<file path="src/rtl/stack_vm_instruction_executor_assert.svh">
// Assertion macros for the stack machine RTL.
`ifndef STACK_VM_INSTRUCTION_EXECUTOR_ASSERT_SVH
`define STACK_VM_INSTRUCTION_EXECUTOR_ASSERT_SVH
`ifndef SYNTHESIS
// Same-cycle implication, checked out of reset.
`define SVIE_ASSERT_IMP(label, ante, cons) \
  label: assert property (@(posedge clk) disable iff (!rst_n) (ante) |-> (cons)) \
    else $error("svie assertion failed");
// Next-cycle implication, checked out of reset.
`define SVIE_ASSERT_NXT(label, ante, cons) \
  label: assert property (@(posedge clk) disable iff (!rst_n) (ante) |=> (cons)) \
    else $error("svie assertion failed");
`else
`define SVIE_ASSERT_IMP(label, ante, cons)
`define SVIE_ASSERT_NXT(label, ante, cons)
`endif
`endif

</file>
<file path="src/rtl/svie_pkg.sv">
// Shared constants, types and decode helpers of the stack machine.
`timescale 1ns / 1ps
package svie_pkg;

  // Default memory depths in words.
  localparam int DEF_CODE_DEPTH  = 4096;
  localparam int DEF_STACK_DEPTH = 1024;
  localparam int DEF_DATA_DEPTH  = 1024;

  // Stream widths.
  localparam int IN_W   = 80;
  localparam int OUT_W  = 80;
  localparam int USER_W = 2;

  // Commands carried in the input tuser.
  localparam logic [1:0] CMD_LOAD_CODE = 2'd0;
  localparam logic [1:0] CMD_LOAD_DATA = 2'd1;
  localparam logic [1:0] CMD_EXEC      = 2'd2;

  // Print event kinds carried in the output tuser.
  localparam logic [1:0] PK_NONE    = 2'd0;
  localparam logic [1:0] PK_NUMBER  = 2'd1;
  localparam logic [1:0] PK_NEWLINE = 2'd2;
  localparam logic [1:0] PK_SPACE   = 2'd3;

  // Instruction opcodes; zero never names a valid instruction.
  localparam logic [5:0] OP_NONE  = 6'd0;
  localparam logic [5:0] OP_PUSH  = 6'd13;
  localparam logic [5:0] OP_POP   = 6'd14;
  localparam logic [5:0] OP_SET   = 6'd15;
  localparam logic [5:0] OP_INC   = 6'd16;
  localparam logic [5:0] OP_DEC   = 6'd17;
  localparam logic [5:0] OP_JMP   = 6'd18;
  localparam logic [5:0] OP_JZ    = 6'd19;
  localparam logic [5:0] OP_MOV   = 6'd20;
  localparam logic [5:0] OP_ADD   = 6'd21;
  localparam logic [5:0] OP_SUB   = 6'd22;
  localparam logic [5:0] OP_MUL   = 6'd23;
  localparam logic [5:0] OP_DIV   = 6'd24;
  localparam logic [5:0] OP_MOD   = 6'd25;
  localparam logic [5:0] OP_ASS   = 6'd26;
  localparam logic [5:0] OP_EQ    = 6'd27;
  localparam logic [5:0] OP_HIG   = 6'd28;
  localparam logic [5:0] OP_LOW   = 6'd29;
  localparam logic [5:0] OP_AND   = 6'd30;
  localparam logic [5:0] OP_OR    = 6'd31;
  localparam logic [5:0] OP_NOT   = 6'd32;
  localparam logic [5:0] OP_AG    = 6'd33;
  localparam logic [5:0] OP_AL    = 6'd34;
  localparam logic [5:0] OP_VAL   = 6'd35;
  localparam logic [5:0] OP_EXIT  = 6'd36;
  localparam logic [5:0] OP_PRINT = 6'd37;
  localparam logic [5:0] OP_ENDL  = 6'd38;
  localparam logic [5:0] OP_SPACE = 6'd39;
  localparam logic [5:0] OP_SCAN  = 6'd40;

  // Pointer bit that selects data memory.
  localparam logic [31:0] DATA_SEL = 32'h0001_0000;

  // Commands from the controller to the datapath.
  typedef struct packed {
    logic clear;
    logic accept;
    logic fop;
    logic fa1;
    logic fa2;
    logic rd1;
    logic rd2;
    logic chk;
    logic div_start;
    logic wb;
    logic set_fault;
    logic out_load;
  } cmd_t;

  // Status from the datapath to the controller.
  typedef struct packed {
    logic clear_done;
    logic halted;
    logic fault_fop;
    logic fault_fa1;
    logic fault_chk;
    logic is_div;
    logic div_done;
  } sts_t;

  // Short opcode of a code word; large words decode as no opcode.
  function automatic logic [5:0] op_code(input logic [31:0] w);
    op_code = (w[31:6] != 26'd0) ? OP_NONE : w[5:0];
  endfunction

  // Instruction length in words.
  function automatic logic [1:0] op_len(input logic [31:0] w);
    logic [5:0] c;
    c = op_code(w);
    case (c) inside
      OP_SET, OP_INC, OP_DEC, OP_MOV:               op_len = 2'd3;
      OP_PUSH, OP_POP, OP_JMP, OP_JZ, OP_AG, OP_AL: op_len = 2'd2;
      default:                                      op_len = 2'd1;
    endcase
  endfunction

endpackage

</file>
<file path="src/rtl/svie_ctrl.sv">
// Sequencer of the stack machine: clearing, command intake, execute steps, result.
`timescale 1ns / 1ps
`include "stack_vm_instruction_executor_assert.svh"
module svie_ctrl (
  input  logic                 clk,
  input  logic                 rst_n,
  input  logic                 in_tvalid,
  output logic                 in_tready,
  input  logic [1:0]           in_tuser,
  output logic                 out_tvalid,
  input  logic                 out_tready,
  input  svie_pkg::sts_t       sts,
  output svie_pkg::cmd_t       cmd
);
  import svie_pkg::*;

  typedef enum logic [3:0] {
    S_CLEAR, S_IDLE, S_FOP, S_FA1, S_FA2, S_RD1, S_RD2, S_CHK, S_DIV, S_WB, S_OUT
  } state_t;

  state_t state_r;
  logic   out_tvalid_r;
  logic   out_free;

  assign out_free   = !out_tvalid_r || out_tready;
  assign in_tready  = (state_r == S_IDLE);
  assign out_tvalid = out_tvalid_r;

  // State register and result-valid flag.
  always_ff @(posedge clk) begin
    if (!rst_n) begin
      state_r      <= S_CLEAR;
      out_tvalid_r <= 1'b0;
    end else begin
      // The flag is set when a result is loaded and cleared when it is taken.
      if (state_r == S_OUT && out_free) begin
        out_tvalid_r <= 1'b1;
      end else if (out_tvalid_r && out_tready) begin
        out_tvalid_r <= 1'b0;
      end
      unique case (state_r)
        S_CLEAR: if (sts.clear_done) state_r <= S_IDLE;
        S_IDLE: begin
          if (in_tvalid) begin
            state_r <= (in_tuser == CMD_EXEC && !sts.halted) ? S_FOP : S_OUT;
          end
        end
        S_FOP: state_r <= sts.fault_fop ? S_OUT : S_FA1;
        S_FA1: state_r <= sts.fault_fa1 ? S_OUT : S_FA2;
        S_FA2: state_r <= S_RD1;
        S_RD1: state_r <= S_RD2;
        S_RD2: state_r <= S_CHK;
        S_CHK: begin
          if (sts.fault_chk) begin
            state_r <= S_OUT;
          end else begin
            state_r <= sts.is_div ? S_DIV : S_WB;
          end
        end
        S_DIV: if (sts.div_done) state_r <= S_WB;
        S_WB:  state_r <= S_OUT;
        S_OUT: begin
          if (out_free) begin
            state_r <= S_IDLE;
          end
        end
        default: state_r <= S_IDLE;
      endcase
    end
  end

  // Datapath commands decoded from the state.
  always_comb begin
    cmd        = '0;
    cmd.clear  = (state_r == S_CLEAR);
    cmd.accept = (state_r == S_IDLE) && in_tvalid;
    cmd.fop    = (state_r == S_FOP);
    cmd.fa1    = (state_r == S_FA1);
    cmd.fa2    = (state_r == S_FA2);
    cmd.rd1    = (state_r == S_RD1);
    cmd.rd2    = (state_r == S_RD2);
    cmd.chk    = (state_r == S_CHK);
    cmd.wb     = (state_r == S_WB);
    cmd.div_start = (state_r == S_CHK) && !sts.fault_chk && sts.is_div;
    cmd.set_fault = ((state_r == S_FOP) && sts.fault_fop) ||
                    ((state_r == S_FA1) && sts.fault_fa1) ||
                    ((state_r == S_CHK) && sts.fault_chk);
    cmd.out_load  = (state_r == S_OUT) && out_free;
  end

  // Commands are taken only once memories are cleared.
  `SVIE_ASSERT_IMP(a_accept_after_clear, in_tvalid && in_tready, sts.clear_done)
  // A halted machine never runs the divider.
  `SVIE_ASSERT_IMP(a_no_div_when_halted, state_r == S_DIV, !sts.halted)
  // Write-back is always followed by the result stage.
  `SVIE_ASSERT_NXT(a_wb_then_out, cmd.wb, state_r == S_OUT)
endmodule

</file>
<file path="config.mk">
export PLATFORM = sky130hd
export DESIGN_NAME = svie_ctrl
export DESIGN_NICKNAME = d
export VERILOG_FILES = /design/src/rtl/svie_pkg.sv /design/src/rtl/svie_ctrl.sv
export VERILOG_INCLUDE_DIRS = /design/src /design/src/rtl
export SDC_FILE = /design/constraint.sdc
export NUM_CORES = 1
export LEC_CHECK = 0
export BUFFER_PORTS_ARGS = -buffer_cell sky130_fd_sc_hd__buf_2
export CAP_MARGIN = 30
export CELL_PAD_IN_SITES_DETAIL_PLACEMENT = 1
export CELL_PAD_IN_SITES_GLOBAL_PLACEMENT = 1
export CORE_MARGIN = 2
export CORE_UTILIZATION = 30
export DETAILED_ROUTE_END_ITERATION = 7
export PLACE_DENSITY_LB_ADDON = 0.1
export SLEW_MARGIN = 20
export SYNTH_ARGS = -nofsm -noshare
export SYNTH_HDL_FRONTEND = slang
export SYNTH_SLANG_ARGS = --single-unit
export TNS_END_PERCENT = 50
</file>
<file path="constraint.sdc">
create_clock -name clk -period 3.1 [get_ports clk]
set_input_delay 0.62 -clock clk [delete_from_list [all_inputs] [get_ports clk]]
set_output_delay 0.62 -clock clk [all_outputs]
set_load 0.1 [all_outputs]
</file>
## Word-level counts from Yosys, hierarchy flattened

Index checks and enable logic that the tools add are counted.

- Equal/unequal tests: 15
- Reductions and logical operators: 18
- Multiplexer cells: 12

Operators by type and width:

| kind | number |
|---|---|
| $pmux 4 s11 | 1 |
| $mux 4 | 7 |
| $eq 4x3->1 const B | 4 |
| $eq 4x4->1 const B | 3 |
| $logic_and 1x1->1 | 9 |
| $eq 4x2->1 const B | 2 |
| $ne 2x2->1 const B | 4 |
| $eq 4x1->1 const B | 1 |
| $logic_not 4->1 | 1 |
| $reduce_and 4->1 | 1 |
| $logic_not 1->1 | 3 |
| $logic_or 1x1->1 | 3 |
| $mux 1 | 3 |
| $eq 2x2->1 const B | 1 |
| $mux 2 | 1 |
| $reduce_bool 2->1 | 1 |

- Bits in registers: 5
- Input bits: 13
- Output and inout bits: 14
- Word-level logic and storage cells: 47

## Depth between registers and ports, before layout

Gate-level depths: netlist of run 1.

- Word-level depth: 5
- Mapped depth: 6

## Worst setup path after synthesis of run 1

OpenSTA, ideal clock, no wires.

- Kind: register to output
- Start: reg out_tvalid_r, in the netlist out_tvalid
- End: out cmd[0] (netlist bit)
- Data required time: 2.480 ns
- Stages on the path, launching flop included: 3
- Arrival: 3.021 ns
- Slack: -0.541 ns
- Cells stage by stage: dfxtp_1 > nor2b_1 > nor3_1

RTL lines:

| what | line | text |
|---|---|---|
| from (decl) | svie_ctrl.sv:22 | `logic out_tvalid_r;` |
| from (signal assigned) | svie_ctrl.sv:33 | `out_tvalid_r <= 1'b0;` |
| from (signal assigned) | svie_ctrl.sv:37 | `out_tvalid_r <= 1'b1;` |
| from (signal assigned) | svie_ctrl.sv:39 | `out_tvalid_r <= 1'b0;` |
| to (decl) | svie_ctrl.sv:13 | `output svie_pkg::cmd_t cmd` |

==> results of run 1 <==
power by group through the flow:
stage	registers, W	clock network (W)	logic (W)
3_3_place_gp	0.000108	0	0.000331
5_1_grt	0.000112	0.0000829	0.000351
4_1_cts	0.000108	0.0000811	0.000332
3_5_place_dp	0.000109	0	0.000331
2_1_floorplan	0.0000898	0	0.000300
6_report	0.000107	0.0000765	0.000329
cell usage after synthesis, drive strengths merged (2+ instances only):
| cell type | instances |
|---|---|
| a21oi | 4 |
| and3 | 2 |
| buf | 5 |
| dfxtp | 5 |
| mux2i | 3 |
| nand2 | 5 |
| nand2b | 5 |
| nand3 | 2 |
| nor2 | 9 |
| nor2b | 2 |
| nor3 | 6 |
| nor3b | 2 |
| o21a | 2 |
metrics by stage:
step,utilization (%),hold slack (ns),TNS [ns]
CTS,42.86,0.6285,0
detailed placement,41.11,0.6337,0
global placement,41.11,0.6341,0
global route,42.86,0.6505,0
floorplan,-,0.6018,-0.7347
finish,42.86,0.6313,0
per-layer routing:
layer	GRT usage [%]	routed length (um)	vias up	part of all wire, %
met5	0	0	-	0
met4	10.91	28	0	2.1
met3	2.500	71	3	5.2
met2	25.00	629	17	46
met1	19.44	626	253	46
li1	-	-	290	-
how the worst max path moves through the flow:
stage               start  endpoint  slack, ns  cells after the start
2_1_floorplan  state_r[1]    cmd[7]      -0.19                      3
3_3_place_gp   state_r[3]    cmd[1]       0.99                      6
3_5_place_dp   state_r[3]    cmd[1]       0.98                      6
4_1_cts        state_r[3]    cmd[1]       0.71                      6
5_1_grt        state_r[3]    cmd[0]       0.60                      3
6_report       state_r[1]    cmd[1]       0.72                      3
kinds of logic after synthesis:
kind of cell,after synthesis
muxes,3
DFF,5
buffers and inverters,6
and+or+nand+nor,37
AOI/OAI and AO/OA,15
state kept, by name (all words and copies together), names as in the netlist:
register / count
state_r: 4
out_tvalid: 1
final cells by class:
cell class | instances | area, um^2 | share of cell area, %
timing repair buffer | 27 | 137.6 | 21.32
clock buffer | 4 | 26.28 | 4.070
multi-input combinational | 55 | 357.8 | 55.43
sequential | 5 | 100.1 | 15.50
tap | 16 | 20.02 | 3.101
inverter | 1 | 3.754 | 0.5814
worst register-to-register path, stage by stage (launching register included):
cell,delay [ns]
dfxtp_1,0.44
or2_1,0.37
a221o_1,0.37
a311oi_1,0.24
==> flow_metrics.tcl, run 1 <==
set metrics [dict create \
    outcome "complete, no violations" \
    hold_viol 0 \
    p_seq_share_pct 20.9 \
    hold_buffers 0 \
    grt_pass1_wl_um 2221 \
    path_cells "nand2b_1 > o31ai_2 > buf_2" \
    drt_iter0_drc 2 \
    nNetsFinal 106 \
    htree_levels 1 \
    placed_cell_area_um2 619.3 \
    worstPathMaxFanout 14 \
    synth.distinct_cells 30 \
    endpoint_kind "output pin" \
    setup_slack_ns 0.7206 \
    min_path_type "reg -> reg" \
    cts_tree "built" \
    max-slew-margin-rel_pct 59.96 \
    placedCellCount 104 \
    avgSynthCellArea_um2 7.223 \
    start_kind "flip-flop" \
    muxShareOfSynthArea_pct 6.299 \
    yosys.area_share.simple_pct 43.04 \
    cts.sinks 5 \
    min_from "out_tvalid" \
    avgRoutedWirePerCell_um 12.56 \
    cap_violations 0 \
    n_fill_cell 213 \
    synth-compound-area-share_pct 22.57 \
    crit_family "flip-flops" \
    cts_buffer_depth 2 \
    p_int_w 0.0002072 \
    critical_path_buf_inv_count 1 \
    port-buffer-count 26 \
    synth_edf_count 0 \
    antenna_found_initial 0 \
    synthAdderAreaFrac_pct 0 \
    max_freq_mhz 420.3 \
    slowest_stage "dfxtp_1" \
    via_count 563 \
    fin_worst_skew_ns 0.0003078 \
    yosysWarnings 0 \
    path_class "reg -> out" \
    min_to "state_r[1]" \
    p_leak_nw 0.3010 \
    cts_inserted_buffers 3 \
    synth_ff_type "dfxtp_1" \
    synthXorXnorAreaFrac_pct 0 \
    viasPerCell 5.213 \
    mostFrequentLayoutCell "buf_2" \
    p_switching_w 0.0003054 \
    synth_area_leader_cell "dfxtp_1" \
    syn2layout_area_growth_pct 35.43 \
    reg2reg_depth 3 \
    fin_crit_ns 2.379 \
    n_antenna_cell 0 \
    synth_area_um2 476.7 \
    grt_max_degree 18 \
    instances_no_fill 108 \
    ys_seq_area_share_pct 21.00 \
    total_power_w 0.0005125 \
    post_cts_buffers 0 \
    regToRegSetupSlack_ns 1.59 \
    synth-async-reset-ratio_pct 0 \
    final_max_slew_viol_count 0 \
    synth_top_family_by_area "simple AND/OR/NAND/NOR gates" \
    synth_nets 79 \
    start_util_pct 31.64 \
    grt_pass1_vias 521 \
    synth_top_area_share_pct 21.00 \
    fp.dieArea_um2 1924 \
    dp_slack_ns 0.9787 \
    ios 27 \
    synth_seq_cells 5 \
    drt-pass1-iter-count 2 \
    slowest_delay_ns 0.59 \
    hold_depth 3 \
    drive_gt1_share_pct 39.13 \
    grt.total_usage_pct 15.82 \
    max_slew.worst_pin.slew_ns 0.5998 \
    drc 0 \
    ys_top_cells_by_area "dfxtp_1 (21%), nor2_1 (7.1%), nand2b_1 (6.6%)" \
    cts-root-buf "clkbuf_4" \
    hpwlAfterDp_um 1033 \
    rr_startpoint "state_r[1]" \
    rsz0062_at_grt "false" \
    stdcell_area_um2 645.6 \
    min_period_over_period_pct 76.75 \
    drt_wl_total_um 1356 \
    path_clk_slew_ns 0.04 \
    fp.dieW_um 43.86 \
    gp_congestion 0.7074 \
    comb_power_share_pct 64.2 \
    setup_viol_count_final 0 \
    ant_nets 0 \
    r2r-end "state_r[0]" \
    postSynthCellCount 66 \
    sw_frac_of_total_pct 59.58 \
    final_cell_mix "buf_2 (26), nor2_1 (9)" \
    pwr-share-clk_pct 14.9 \
    coreArea_um2 1506 \
    num_rows 14 \
    crit_arrival_ns 1.76 \
    cts_resized 0 \
    required_ns 2.48 \
    die_h_um 43.86 \
    max-vdd-ir-drop_uv 336.6 \
    power_density_nw_per_um2 793.8 \
    grt-ovfl-total 0 \
    insertion_delay_ns 0.24 \
]
Power figures use the tool's default switching activity.
==> inputs of run 2 (changes only) <==
--- a/config.mk
+++ b/config.mk
@@ -6,12 +6,14 @@
 export SDC_FILE = /design/constraint.sdc
 export NUM_CORES = 1
 export LEC_CHECK = 0
+export ABC_AREA = 1
 export BUFFER_PORTS_ARGS = -buffer_cell sky130_fd_sc_hd__buf_2
 export CAP_MARGIN = 30
 export CELL_PAD_IN_SITES_DETAIL_PLACEMENT = 1
 export CELL_PAD_IN_SITES_GLOBAL_PLACEMENT = 1
+export CORE_ASPECT_RATIO = 0.7
 export CORE_MARGIN = 2
-export CORE_UTILIZATION = 30
+export CORE_UTILIZATION = 23
 export DETAILED_ROUTE_END_ITERATION = 7
 export PLACE_DENSITY_LB_ADDON = 0.1
 export SLEW_MARGIN = 20
==> constraint.sdc (replaced) <==
create_clock -name clk -period 2.15 [get_ports clk]
set_input_delay 0.43 -clock clk [delete_from_list [all_inputs] [get_ports clk]]
set_output_delay 0.43 -clock clk [all_outputs]
set_load 0.1 [all_outputs]
==> flow_metrics.tcl, run 2 <==
set metrics [dict create \
    outcome "complete, no violations" \
    port-buffer-count 26 \
    n_antenna_cell 0 \
    viasPerCell 4.320 \
    drt-pass1-iter-count 4 \
    gp_congestion 0.7148 \
    placedCellCount 146 \
    worstPathMaxFanout 6 \
    antenna_found_initial 0 \
    avgRoutedWirePerCell_um 10.76 \
    total_power_w 0.001166 \
    r2r-end "state_r[3]" \
    nNetsFinal 140 \
    ant_nets 0 \
    ios 27 \
    fp.dieArea_um2 2553 \
    grt_pass1_vias 651 \
    max-slew-margin-rel_pct 67.63 \
    grt_pass1_wl_um 2753 \
    dp_slack_ns 0.2936 \
    slowest_delay_ns 0.45 \
    seqCellArea_um2 100.1 \
    drt_wl_total_um 1614 \
    tns_ns 0 \
    ys_seq_area_share_pct 20.15 \
    fp.dieW_um 59.55 \
    largest_register_ffs 4 \
    path_class "reg -> out" \
    mostFrequentLayoutCell "nand2_1" \
    ys_top_cells_by_area "nand2_1 (20%), dfxtp_1 (20%), nor2_1 (18%)" \
    reg2reg_depth 8 \
    min_from "rst_n" \
    n_fill_cell 297 \
    endpoint_kind "output pin" \
    setup_viol_count_final 0 \
    grt_max_degree 8 \
    hold_buffers 0 \
    crit_arrival_ns 1.58 \
    required_ns 1.72 \
    path_cells "nand2_2 > inv_1 > nand2_1 > nor3b_2 > clkbuf_4" \
    synth_edf_count 0 \
    num_rows 14 \
    path_clk_slew_ns 0.04 \
    htree_levels 1 \
    yosysMostFrequentCell "nand2_1" \
    insertion_delay_ns 0.24 \
    cts.sinks 5 \
    setup_slack_ns 0.1396 \
    synth-async-reset-ratio_pct 0 \
    hold_depth 3 \
    drive_gt1_share_pct 34.92 \
    fin_worst_skew_ns 0.0002080 \
    drc 0 \
    grt.total_usage_pct 14.54 \
    start_util_pct 23.63 \
    hpwlAfterDp_um 1460 \
    max_freq_mhz 497.4 \
    critical_path_buf_inv_count 2 \
    die_h_um 42.88 \
    yosysWarnings 0 \
    crit_cells 5 \
    final_util_pct 33.99 \
    drt_iter0_drc 17 \
    cts_tree "built" \
    min_path_type "in -> reg" \
    rr_startpoint "state_r[0]" \
    synth_area_leader_cell "nand2_1" \
    crit_family "flip-flops" \
    ys_top_cells_by_count "nand2_1 (27), nor2_1 (24), inv_1 (17)" \
    avgSynthCellArea_um2 5.174 \
    p_leak_nw 0.4411 \
    power_density_nw_per_um2 1633 \
    slowest_stage "dfxtp_1" \
    multiInputGateArea_um2 355.3 \
    start_kind "flip-flop" \
    final_max_slew_viol_count 0 \
    synth_top_area_share_pct 20.40 \
    hold_viol 0 \
    synth_ff_type "dfxtp_1" \
    synth_nets 109 \
    coreArea_um2 2102 \
    min_to "state_r[0]" \
    instances_no_fill 150 \
    syn2layout_area_growth_pct 43.83 \
    regToRegSetupSlack_ns 0.79 \
    max-vdd-ir-drop_uv 702.8 \
    cts_buffer_depth 2 \
    postSynthCellCount 96 \
    rsz0062_at_grt "false" \
    min_period_over_period_pct 93.51 \
    synth_area_um2 496.7 \
    final_cell_mix "nand2_1 (27), buf_2 (24), nor2_1 (22), inv_1 (17)" \
    regMostFlops "state_r" \
    synth.distinct_cells 14 \
    cts-root-buf "clkbuf_4" \
    max_slew.worst_pin.slew_ns 0.4889 \
    cap_violations 0 \
    grt-ovfl-total 0 \
    fin_crit_ns 2.010 \
    cts_inserted_buffers 3 \
    synth_seq_cells 5 \
    via_count 648 \
]
-- run 2: cells by family (layout without fill, tap and decap cells) --
family                 Yosys count  in the layout  share of synthesized area [%]
AO/OA/AOI/OAI                    3              3                          3.022
buffers and inverters           18             48                          13.60
flip-flops                       5              5                          20.15
AND/OR/NAND/NOR                 70             70                          63.23
-- run 2: worst max-delay path by stage --
stage / start / end / slack (ns)
finish: state_r[1] / cmd[3] / 0.14
global placement: state_r[1] / cmd[3] / 0.32
floorplan: state_r[1] / cmd[3] / -0.20
detailed placement: state_r[1] / cmd[3] / 0.29
global route: state_r[0] / cmd[10] / 0.02
CTS: state_r[1] / cmd[3] / 0.03
-- run 2: worst register-to-register path: cells and delay by family, from the launching register on --
family | cells | cell delay [ns]
AND/OR/NAND/NOR | 6 | 0.63
flip-flops | 1 | 0.35
buffers and inverters | 1 | 0.12
AO/OA/AOI/OAI | 1 | 0.17
-- run 2: final cells by class --
class / instances / share of cell area, %
multi-input combinational: 73 / 49.74
timing repair buffer: 26 / 18.91
sequential: 5 / 14.01
inverter: 18 / 9.457
tap: 24 / 4.203
clock buffer: 4 / 3.678
-- run 2: metal layers --
metal	share of wire (%)	up-vias	GRT usage, %
met2	43	17	22.64
li1	-	345	-
met4	0	0	2.667
met5	0	-	0
met1	53	286	20.33
met3	3.3	0	3.659
-- run 2: per-stage QoR --
| step | area (um^2) | hold slack, ns |
|---|---|---|
| global placement | 683.2 | 0.5991 |
| finish | 714.4 | 0.4681 |
| floorplan | 523.0 | 0.5741 |
| detailed placement | 683.2 | 0.6063 |
| CTS | 709.4 | 0.4620 |
| global route | 714.4 | 0.4730 |
-- run 2: what timing repair did --
item,4_1_cts,5_1_grt
endpoints found under the setup margin,0,2
resized for setup,0,2
setup buffers,0,0
-- run 2: where the power goes --
group | leakage, nW | internal [W] | switching [W]
clock network | 0.0150 | 0.0000700 | 0.0000356
registers | 0.0408 | 0.000122 | 0.0000399
logic | 0.385 | 0.000182 | 0.000718
total | 0.441 | 0.000373 | 0.000793
